===== config.mk =====
export PLATFORM = sky130hd
export DESIGN_NAME = lru_order_tracker_top
export DESIGN_NICKNAME = d
export VERILOG_FILES = /design/src/rtl/core/lru_pkg.sv /design/src/rtl/core/lru_link_store.sv /design/src/rtl/core/lru_order_tracker_top.sv
export SDC_FILE = /design/constraint.sdc
export NUM_CORES = 2
export LEC_CHECK = 0
export CAP_MARGIN = 20
export CELL_PAD_IN_SITES_DETAIL_PLACEMENT = 0
export CELL_PAD_IN_SITES_GLOBAL_PLACEMENT = 1
export CORE_MARGIN = 3
export CORE_UTILIZATION = 37
export CTS_CLUSTER_DIAMETER = 50
export DETAILED_ROUTE_END_ITERATION = 8
export DONT_BUFFER_PORTS = 1
export PLACE_DENSITY = 0.67
export SETUP_SLACK_MARGIN = 0.5
export SLEW_MARGIN = 5
export SYNTH_ARGS = -nofsm -noshare
export SYNTH_HDL_FRONTEND = slang
export SYNTH_HIERARCHICAL = 1
export SYNTH_SLANG_ARGS = --single-unit

===== constraint.sdc =====
create_clock -name clk -period 6.56 [get_ports clk]
set_clock_uncertainty 0.1 [all_clocks]
set_input_delay 0.984 -clock clk [delete_from_list [all_inputs] [get_ports clk]]
set_output_delay 0.984 -clock clk [all_outputs]
set_load 0.01 [all_outputs]

===== src/rtl/core/lru_pkg.sv =====
// Package for the LRU order tracker: field widths, command codes and the
// request/response types of the link store. No dependencies.

package lru_pkg;

  localparam int ENTRY_W = 7;
  localparam int COUNT_W = 8;
  localparam int CMD_W   = 2;
  localparam int LIMIT_W = 7;

  // Entries reachable through the 7-bit entry field
  localparam int ENTRY_SPAN = 1 << ENTRY_W;

  localparam logic [LIMIT_W-1:0] LIMIT_RESET = 7'd100;

  localparam logic [CMD_W-1:0] CMD_TOUCH     = 2'd0;
  localparam logic [CMD_W-1:0] CMD_REMOVE    = 2'd1;
  localparam logic [CMD_W-1:0] CMD_MAKE_ROOM = 2'd2;

  // One read and one write port on each of the next and prev link memories
  typedef struct packed {
    logic               n_re;
    logic [ENTRY_W-1:0] n_raddr;
    logic               n_we;
    logic [ENTRY_W-1:0] n_waddr;
    logic [ENTRY_W-1:0] n_wdata;
    logic               p_re;
    logic [ENTRY_W-1:0] p_raddr;
    logic               p_we;
    logic [ENTRY_W-1:0] p_waddr;
    logic [ENTRY_W-1:0] p_wdata;
  } link_req_t;

  typedef struct packed {
    logic [ENTRY_W-1:0] n_rdata;
    logic [ENTRY_W-1:0] p_rdata;
  } link_rsp_t;

endpackage


===== src/rtl/core/lru_link_store.sv =====
// Next and prev link memories of the LRU list, registered read data.
// Depends on lru_pkg for the request and response types.

module lru_link_store
  import lru_pkg::*;
#(
  parameter int DEPTH = 128
) (
  input  logic      clk,
  input  link_req_t req,
  output link_rsp_t rsp
);

  localparam int AW = $clog2(DEPTH);

  logic [ENTRY_W-1:0] next_mem [DEPTH];
  logic [ENTRY_W-1:0] prev_mem [DEPTH];

  // Write, then read into the registered read data; a read returns the old data
  always_ff @(posedge clk) begin
    if (req.n_we) begin
      next_mem[req.n_waddr[AW-1:0]] <= req.n_wdata;
    end
    if (req.p_we) begin
      prev_mem[req.p_waddr[AW-1:0]] <= req.p_wdata;
    end
    if (req.n_re) begin
      rsp.n_rdata <= next_mem[req.n_raddr[AW-1:0]];
    end
    if (req.p_re) begin
      rsp.p_rdata <= prev_mem[req.p_raddr[AW-1:0]];
    end
  end

endmodule


===== src/rtl/core/lru_order_tracker_top.sv =====
// LRU order tracker: a sequencer that keeps a circular doubly linked list in
// two link memories. Each transaction takes one command and gives one result.
// Steps after an accepted command: one that changes nothing (touch of the
// head, remove of a non-member, make-room without eviction, out-of-range
// entry, unused code) goes straight to S_DONE; a remove passes S_REMOVE,
// the first insert into an empty list S_SELF, a make-room that evicts
// S_EVICT_A and, unless one entry was left, S_EVICT_B, a touch that inserts
// S_LINK_A and S_LINK_B, and a touch that moves a member to the front
// S_UNLINK, S_LINK_A and S_LINK_B. The steps follow the dependent pointer
// reads and writes; each link memory has one registered read port and one
// write port. A result held back by out_stall holds the next command in its
// last step. Membership bits clear at reset; link memories need no clearing.

module lru_order_tracker_top
  import lru_pkg::*;
#(
  parameter int NUM_ENTRIES = 128
) (
  input  logic               clk,
  input  logic               rst,
  input  logic               in_valid,
  output logic               in_stall,
  input  logic [CMD_W-1:0]   cmd,
  input  logic [ENTRY_W-1:0] entry,
  input  logic               eviction_limit_we,
  input  logic [LIMIT_W-1:0] eviction_limit_wdata,
  output logic               out_valid,
  input  logic               out_stall,
  output logic               evicted_valid,
  output logic [ENTRY_W-1:0] evicted_entry,
  output logic [COUNT_W-1:0] entry_count
);

  localparam int DEPTH = (NUM_ENTRIES < ENTRY_SPAN) ? NUM_ENTRIES : ENTRY_SPAN;
  localparam int AW    = $clog2(DEPTH);

  localparam logic [3:0] S_IDLE    = 4'd0;
  localparam logic [3:0] S_UNLINK  = 4'd1;
  localparam logic [3:0] S_LINK_A  = 4'd2;
  localparam logic [3:0] S_LINK_B  = 4'd3;
  localparam logic [3:0] S_SELF    = 4'd4;
  localparam logic [3:0] S_REMOVE  = 4'd5;
  localparam logic [3:0] S_EVICT_A = 4'd6;
  localparam logic [3:0] S_EVICT_B = 4'd7;
  localparam logic [3:0] S_DONE    = 4'd8;

  logic [3:0]         state;
  logic [ENTRY_W-1:0] ent_q;
  logic [ENTRY_W-1:0] head;
  logic [COUNT_W-1:0] count;
  logic [LIMIT_W-1:0] limit;
  logic [ENTRY_W-1:0] nl_q;
  logic [ENTRY_W-1:0] pl_q;
  logic [ENTRY_W-1:0] tail_q;
  logic [ENTRY_W-1:0] last_q;
  logic               moved_q;
  logic               ev_q;
  logic [DEPTH-1:0]   member;

  logic               accept;
  logic               in_range;
  logic               is_member;
  logic               is_head;
  logic               evict_go;
  logic [ENTRY_W-1:0] tail;
  link_req_t          req;
  link_rsp_t          rsp;

  lru_link_store #(
    .DEPTH (DEPTH)
  ) u_link_store (
    .clk (clk),
    .req (req),
    .rsp (rsp)
  );

  // Decode the incoming command against the list state
  assign in_stall  = (state != S_IDLE);
  assign accept    = in_valid && !in_stall;
  assign in_range  = ({1'b0, entry} < COUNT_W'(DEPTH));
  assign is_member = in_range && member[entry[AW-1:0]];
  assign is_head   = (entry == head);
  assign evict_go  = (count > {1'b0, limit});

  // Tail for the link-in; forward the unlink write when the head was rewritten
  assign tail = (moved_q && nl_q == head) ? pl_q : rsp.p_rdata;

  // Drive the link memory ports for the current step
  always_comb begin
    req = '0;
    case (state)
      S_IDLE: begin
        if (accept) begin
          case (cmd)
            CMD_TOUCH: begin
              if (is_member && !is_head) begin
                req.n_re    = 1'b1;
                req.n_raddr = entry;
                req.p_re    = 1'b1;
                req.p_raddr = entry;
              end else if (in_range && !is_member && count != '0) begin
                req.p_re    = 1'b1;
                req.p_raddr = head;
              end
            end
            CMD_REMOVE: begin
              if (is_member) begin
                req.n_re    = 1'b1;
                req.n_raddr = entry;
                req.p_re    = 1'b1;
                req.p_raddr = entry;
              end
            end
            CMD_MAKE_ROOM: begin
              if (evict_go) begin
                req.p_re    = 1'b1;
                req.p_raddr = head;
              end
            end
            default: begin
            end
          endcase
        end
      end
      S_UNLINK: begin
        req.p_we    = 1'b1;
        req.p_waddr = rsp.n_rdata;
        req.p_wdata = rsp.p_rdata;
        req.n_we    = 1'b1;
        req.n_waddr = rsp.p_rdata;
        req.n_wdata = rsp.n_rdata;
        req.p_re    = 1'b1;
        req.p_raddr = head;
      end
      S_LINK_A: begin
        req.n_we    = 1'b1;
        req.n_waddr = ent_q;
        req.n_wdata = head;
        req.p_we    = 1'b1;
        req.p_waddr = ent_q;
        req.p_wdata = tail;
      end
      S_LINK_B: begin
        req.n_we    = 1'b1;
        req.n_waddr = tail_q;
        req.n_wdata = ent_q;
        req.p_we    = 1'b1;
        req.p_waddr = head;
        req.p_wdata = ent_q;
      end
      S_SELF: begin
        req.n_we    = 1'b1;
        req.n_waddr = ent_q;
        req.n_wdata = ent_q;
        req.p_we    = 1'b1;
        req.p_waddr = ent_q;
        req.p_wdata = ent_q;
      end
      S_REMOVE: begin
        if (rsp.n_rdata != ent_q) begin
          req.p_we    = 1'b1;
          req.p_waddr = rsp.n_rdata;
          req.p_wdata = rsp.p_rdata;
          req.n_we    = 1'b1;
          req.n_waddr = rsp.p_rdata;
          req.n_wdata = rsp.n_rdata;
        end
      end
      S_EVICT_A: begin
        if (rsp.p_rdata != head) begin
          req.p_re    = 1'b1;
          req.p_raddr = rsp.p_rdata;
        end
      end
      S_EVICT_B: begin
        req.p_we    = 1'b1;
        req.p_waddr = head;
        req.p_wdata = rsp.p_rdata;
        req.n_we    = 1'b1;
        req.n_waddr = rsp.p_rdata;
        req.n_wdata = head;
      end
      default: begin
      end
    endcase
  end

  // Sequence the command, update head, count and membership, hold the result
  always_ff @(posedge clk) begin
    if (rst) begin
      state     <= S_IDLE;
      head      <= '0;
      count     <= '0;
      limit     <= LIMIT_RESET;
      member    <= '0;
      out_valid <= 1'b0;
    end else begin
      if (eviction_limit_we) begin
        limit <= eviction_limit_wdata;
      end
      if (out_valid && !out_stall && state != S_DONE) begin
        out_valid <= 1'b0;
      end

      case (state)
        S_IDLE: begin
          if (accept) begin
            ent_q   <= entry;
            ev_q    <= 1'b0;
            moved_q <= (cmd == CMD_TOUCH) && is_member && !is_head;
            case (cmd)
              CMD_TOUCH: begin
                if (is_member) begin
                  state <= is_head ? S_DONE : S_UNLINK;
                end else if (in_range) begin
                  member[entry[AW-1:0]] <= 1'b1;
                  count <= count + 1'b1;
                  state <= (count == '0) ? S_SELF : S_LINK_A;
                end else begin
                  state <= S_DONE;
                end
              end
              CMD_REMOVE: begin
                if (is_member) begin
                  member[entry[AW-1:0]] <= 1'b0;
                  count <= count - 1'b1;
                  state <= S_REMOVE;
                end else begin
                  state <= S_DONE;
                end
              end
              CMD_MAKE_ROOM: begin
                state <= evict_go ? S_EVICT_A : S_DONE;
              end
              default: begin
                state <= S_DONE;
              end
            endcase
          end
        end
        S_UNLINK: begin
          nl_q  <= rsp.n_rdata;
          pl_q  <= rsp.p_rdata;
          state <= S_LINK_A;
        end
        S_LINK_A: begin
          tail_q <= tail;
          state  <= S_LINK_B;
        end
        S_LINK_B: begin
          head  <= ent_q;
          state <= S_DONE;
        end
        S_SELF: begin
          head  <= ent_q;
          state <= S_DONE;
        end
        S_REMOVE: begin
          // Advance the head past a removed head unless it was the only entry
          if (rsp.n_rdata != ent_q && head == ent_q) begin
            head <= rsp.n_rdata;
          end
          state <= S_DONE;
        end
        S_EVICT_A: begin
          last_q <= rsp.p_rdata;
          ev_q   <= 1'b1;
          member[rsp.p_rdata[AW-1:0]] <= 1'b0;
          if (rsp.p_rdata == head) begin
            count <= '0;
            state <= S_DONE;
          end else begin
            state <= S_EVICT_B;
          end
        end
        S_EVICT_B: begin
          count <= count - 1'b1;
          state <= S_DONE;
        end
        S_DONE: begin
          if (!out_valid || !out_stall) begin
            out_valid     <= 1'b1;
            evicted_valid <= ev_q;
            evicted_entry <= ev_q ? last_q : '0;
            entry_count   <= count;
            state         <= S_IDLE;
          end
        end
        default: begin
          state <= S_IDLE;
        end
      endcase
    end
  end

endmodule


# Word level (Yosys, flattened, before mapping)
# Memory sizes are Yosys's and may differ from the RTL's. A register that Yosys moved wholly into a read port is not among the register bits.
# Index checks and enable logic that the tools add are counted.
[classes]
muxes = 55
reduce_logical = 37
bitwise_logic = 6
addsub = 2
eq_ne = 24
order_cmp = 5
[op_table]
columns = ["operator", "n"]
rows = [
  ["$pmux W128 S2", 2],
  ["$mux W128", 3],
  ["$and A128 B128 Y128", 2],
  ["$not A128 Y128", 2],
  ["$pmux W15 S6", 2],
  ["$or A128 B128 Y128", 1],
  ["$mux W8", 13],
  ["$pmux W8 S3", 3],
  ["$pmux W8 S2", 2],
  ["$mux W15", 2],
  ["$eq A7 B7 Y1", 4],
  ["$mux W4", 7],
  ["$pmux W4 S6", 1],
  ["$eq A4 B3 Y1 const B", 4],
  ["$lt A7 B8 Y1 const B", 2],
  ["$demux W1 S7", 2],
  ["$ge A7 B1 Y1 const B", 2],
  ["$mux W7", 2],
  ["$ne A7 B7 Y1", 2],
  ["$pmux W7 S2", 1],
  ["$pmux W4 S3", 1],
  ["$logic_and A1 B1 Y1", 11],
  ["$mux W1", 11],
  ["$reduce_and A2 Y1", 5],
  ["other kinds (30)", 42],
]
[word_totals]
out_inout_bits = 18
word_cells = 147
memories = 2
regBits = 208
ramBits = 1792
[memory_table]
columns = ["memory", "words", "width", "rd", "rd_clocked_by_memory_dff", "write_ports", "line_no", "source"]
rows = [
  ["u_link_store.next_mem", 128, 7, 1, 1, 1, "lru_link_store.sv:16", "logic [ENTRY_W-1:0] next_mem [DEPTH];"],
  ["u_link_store.prev_mem", 128, 7, 1, 1, 1, "lru_link_store.sv:17", "logic [ENTRY_W-1:0] prev_mem [DEPTH];"],
]

# Longest topological paths before layout
[depth]
depth_word = 10
depth_mapped = 17
depth_no_buf = 13

# By module
# Netlist, hierarchy kept.
[modules_own_cells]
columns = ["mod", "cells_per_inst", "seq_area_each_um2", "area_each_um2", "n_inst"]
rows = [
  ["lru_link_store", 2900, 54232.0, 69693.1, 1],
  ["lru_order_tracker_top", 1244, 4694.5, 11551.1, 1],
]

# Worst setup path after synthesis
# OpenSTA, ideal clock, no wires.
[synth_path]
path_type = "input to register"
startpoint = "input entry[1]"
endpoint = "register, netlist name u_link_store/rsp[0]"
path_stages = 16
t_required_ns = 6.200
arrival_ns = 6.281
path_buffers = 5
setup_slack_ns = -0.081
path_cell_list = "buf_2 > clkbuf_1 > mux4_2 > mux4_2 > mux4_2 > mux2i_4 > buf_6 > nor4_1 > and2_1 > a221o_1 > buf_2 > buf_1 > mux4_2 > mux4_2 > mux4_2 > mux2_2"
[synth_lines]
columns = ["element", "line_no", "source"]
rows = [
  ["from (decl)", "lru_order_tracker_top.sv:24", "input logic [ENTRY_W-1:0] entry,"],
]

==> flow_metrics.tcl <==
set metrics [dict create \
    status "finished clean" \
    crit_buf_inv 2 \
    final_core_util_pct 42.5 \
    critical-path-slowest-cell "mux4_2" \
    path_class "reg2reg" \
    pwr_density_cell_mw_per_mm2 286 \
    cts_root_buffer "clkbuf_16" \
    rrSetupSlack_ns 0.81 \
    start_kind "register" \
    cts.repair.resized 0 \
    worst_ep_arrival_time_ns 6.21 \
    cts_setup_buffers 0 \
    num-fill-cells 18700 \
    yosys-top-cells-area "edfxtp_1 69%, mux4_2 17%, dfxtp_1 3.8%" \
    io_buffers 0 \
    grt-ovfl-total 0 \
    dominantRegCellSynth "edfxtp_1" \
    syn-num-nets 4175 \
    ios 39 \
    p_total_mw 26.5 \
    area_delta_synth_final_pct 13.9 \
    worst_pin_slew_ns 1.21 \
    grt_pass1_wl_microns 293000 \
    peakVddDrop_uv 231 \
    yosysTopAreaCellShare_pct 68.7 \
    clock_sinks 2014 \
    max-cap-violations 0 \
    crit_family "multiplexers" \
    synth_edf_count 1859 \
    wire_per_inst_microns 27.2 \
    slew_violations 0 \
    drt-vias-per-instance 5.69 \
    path_clk_slew_ns 0.06 \
    cts_buffers 214 \
    syn_area_per_cell_sq_um 19.6 \
    netlist_area_sq_mm 0.0812 \
    ys_async_sr_fraction_pct 0 \
    synth-seq-cells 2014 \
    crit_fanout 127 \
    setup_tns_ns 0 \
    dp_hpwl_microns 118000 \
    die_w_microns 475 \
    grt_max_degree 155 \
    via_count 41400 \
    die_area_sq_mm 0.225 \
    post_dp_cell_area_sq_mm 0.0854 \
    h-tree-depth 4 \
    p_leak_nw 27.9 \
    drc 0 \
    end_kind "register" \
    drt-total-wl_microns 198000 \
    ys_warn_count 6 \
    initial_utilization_pct 37.3 \
    path_cells "mux4_2, mux4_2, mux4_2, mux2i_4, nor4_4, buf_4, and2_4, buf_12, mux4_2, mux4_2, mux4_2, mux2_2" \
    rsz0062_at_grt "false" \
    synthCells 4144 \
    first_pass_iters 7 \
    drive_gt1_share_pct 26.9 \
    synth_most_common_cell "edfxtp_1" \
    setup_viol 0 \
    cts_max_path_buffers 3 \
    hold_viol_final 0 \
    fin_area_sq_mm 0.0926 \
    synth_area_leader_cell "edfxtp_1" \
    slowest_delay_ns 0.58 \
    fp.dieH_microns 475 \
    postCtsHoldBufs 0 \
    fmax_mhz 174 \
    clk_latency_ns 0.86 \
    yosys.cell_types.count 68 \
    tritoncts "yes" \
    hp-class "in2reg" \
    rows 171 \
    cp_common_cell "mux4_2" \
    synthTopCellsByCount "1859 x edfxtp_1, 630 x mux4_2, 316 x nor2_1" \
    fin_nets 4275 \
    antenna_found_initial 5 \
    required_ns 7.02 \
    layout.cells.non_filler 7280 \
    grt_use_total_pct 17.6 \
    min_period_ns 5.75 \
    grt_pass1_vias 41900 \
    relSlewSlack_pct 19.4 \
    finalCritPeriodShare_pct 87.6 \
    drtIter0Drc 4265 \
    coreArea_sq_mm 0.218 \
    gp_congestion 0.797 \
    seq_area_frac_synth_pct 72.5 \
    place_inst 6879 \
    ant_nets 0 \
]
final cells by class:
cell class	count	area [sq um]	area share, %
multi-input cells	1825	21300	23.1
clock buffers	256	5550	6.00
clock inverters	140	1560	1.68
inverters	31	116	0.126
diodes	2	5.00	0.00541
repair buffers	158	1470	1.59
flip-flops and latches	2014	58900	63.7
well taps	2854	3570	3.86
worst reg2reg max path: stages (launching register included):
cell and delay, ns:
dfxtp_1 0.31, mux4_2 0.47, mux4_2 0.50, mux4_2 0.56
mux2i_4 0.29, nor4_4 0.12, buf_4 0.23, and2_4 0.20
buf_12 0.20, mux4_2 1.01, mux4_2 0.56, mux4_2 0.56
mux2_2 0.33
cells by family after synthesis:
family                   share of synthesized area [%]
AO/OA/AOI/OAI                                     3.27
XOR/XNOR                                         0.408
multiplexers                                      18.1
AND/OR/NAND/NOR                                   3.90
buffers and inverters                             1.60
adder cells (fa/ha/maj)                          0.154
flip-flops                                        72.5
state kept, by name (all words and copies together), names as in the netlist, named ones only:
register,count
u_link_store/next_mem,896
u_link_store/prev_mem,896
u_link_store/rsp,14
count,8
entry_count,8
ent_q,7
evicted_entry,7
head,7
last_q,7
limit,7
nl_q,7
pl_q,7
tail_q,7
state,4
ev_q,1
evicted_valid,1
moved_q,1
out_valid,1
routing by layer:
layer	vias up	track usage, %	share of wire (%)
met5	-	0	0.0035
met3	314	3.36	7.2
met1	22100	25.0	43
met4	2	5.01	2.4
li1	17400	-	-
met2	1612	27.7	48
path summary, 6_finish.rpt:
path / end / startpoint / depth (start not counted)
max reg2reg: u_link_store/rsp[12] / register / 12
min: limit[1] / rst / 1
max: u_link_store/rsp[12] / register / 12
min reg2reg: register / register / 2
report_power, final:
part / total (mW) / switching, mW / internal (mW)
sequential: 14.0 / 0.0326 / 14.0
combinational: 0.459 / 0.341 / 0.118
clock: 12.0 / 5.09 / 6.90
cells in the final DEF (no fill, tap or decap), types with 17 or more instances in the layout:
master        n
nand2_1     207
nand2b_1     20
o21ai_0     139
a221oi_1    113
xnor2_1      30
buf_12       23
and2_1       20
clkbuf_16   215
buf_4       130
bufinv_16    20
mux4_2      630
nor3_1       17
nor2b_1      28
clkinv_2     33
clkbuf_1     39
nor2_1      316
inv_1        30
clkinv_1     42
edfxtp_1   1859
mux2_2       30
nand3_1      53
dfxtp_1     155
a21oi_1      28
through the flow:
step / worst slack, ns / hold WS [ns]
2_1_floorplan: 0.491 / 0.335
3_3_place_gp: 0.105 / 0.367
3_5_place_dp: 0.0844 / 0.377
4_1_cts: 0.804 / 0.0307
5_1_grt: 0.643 / 0.0487
6_report: 0.810 / 0.105
No activity file was read; power rests on OpenSTA's default activity.
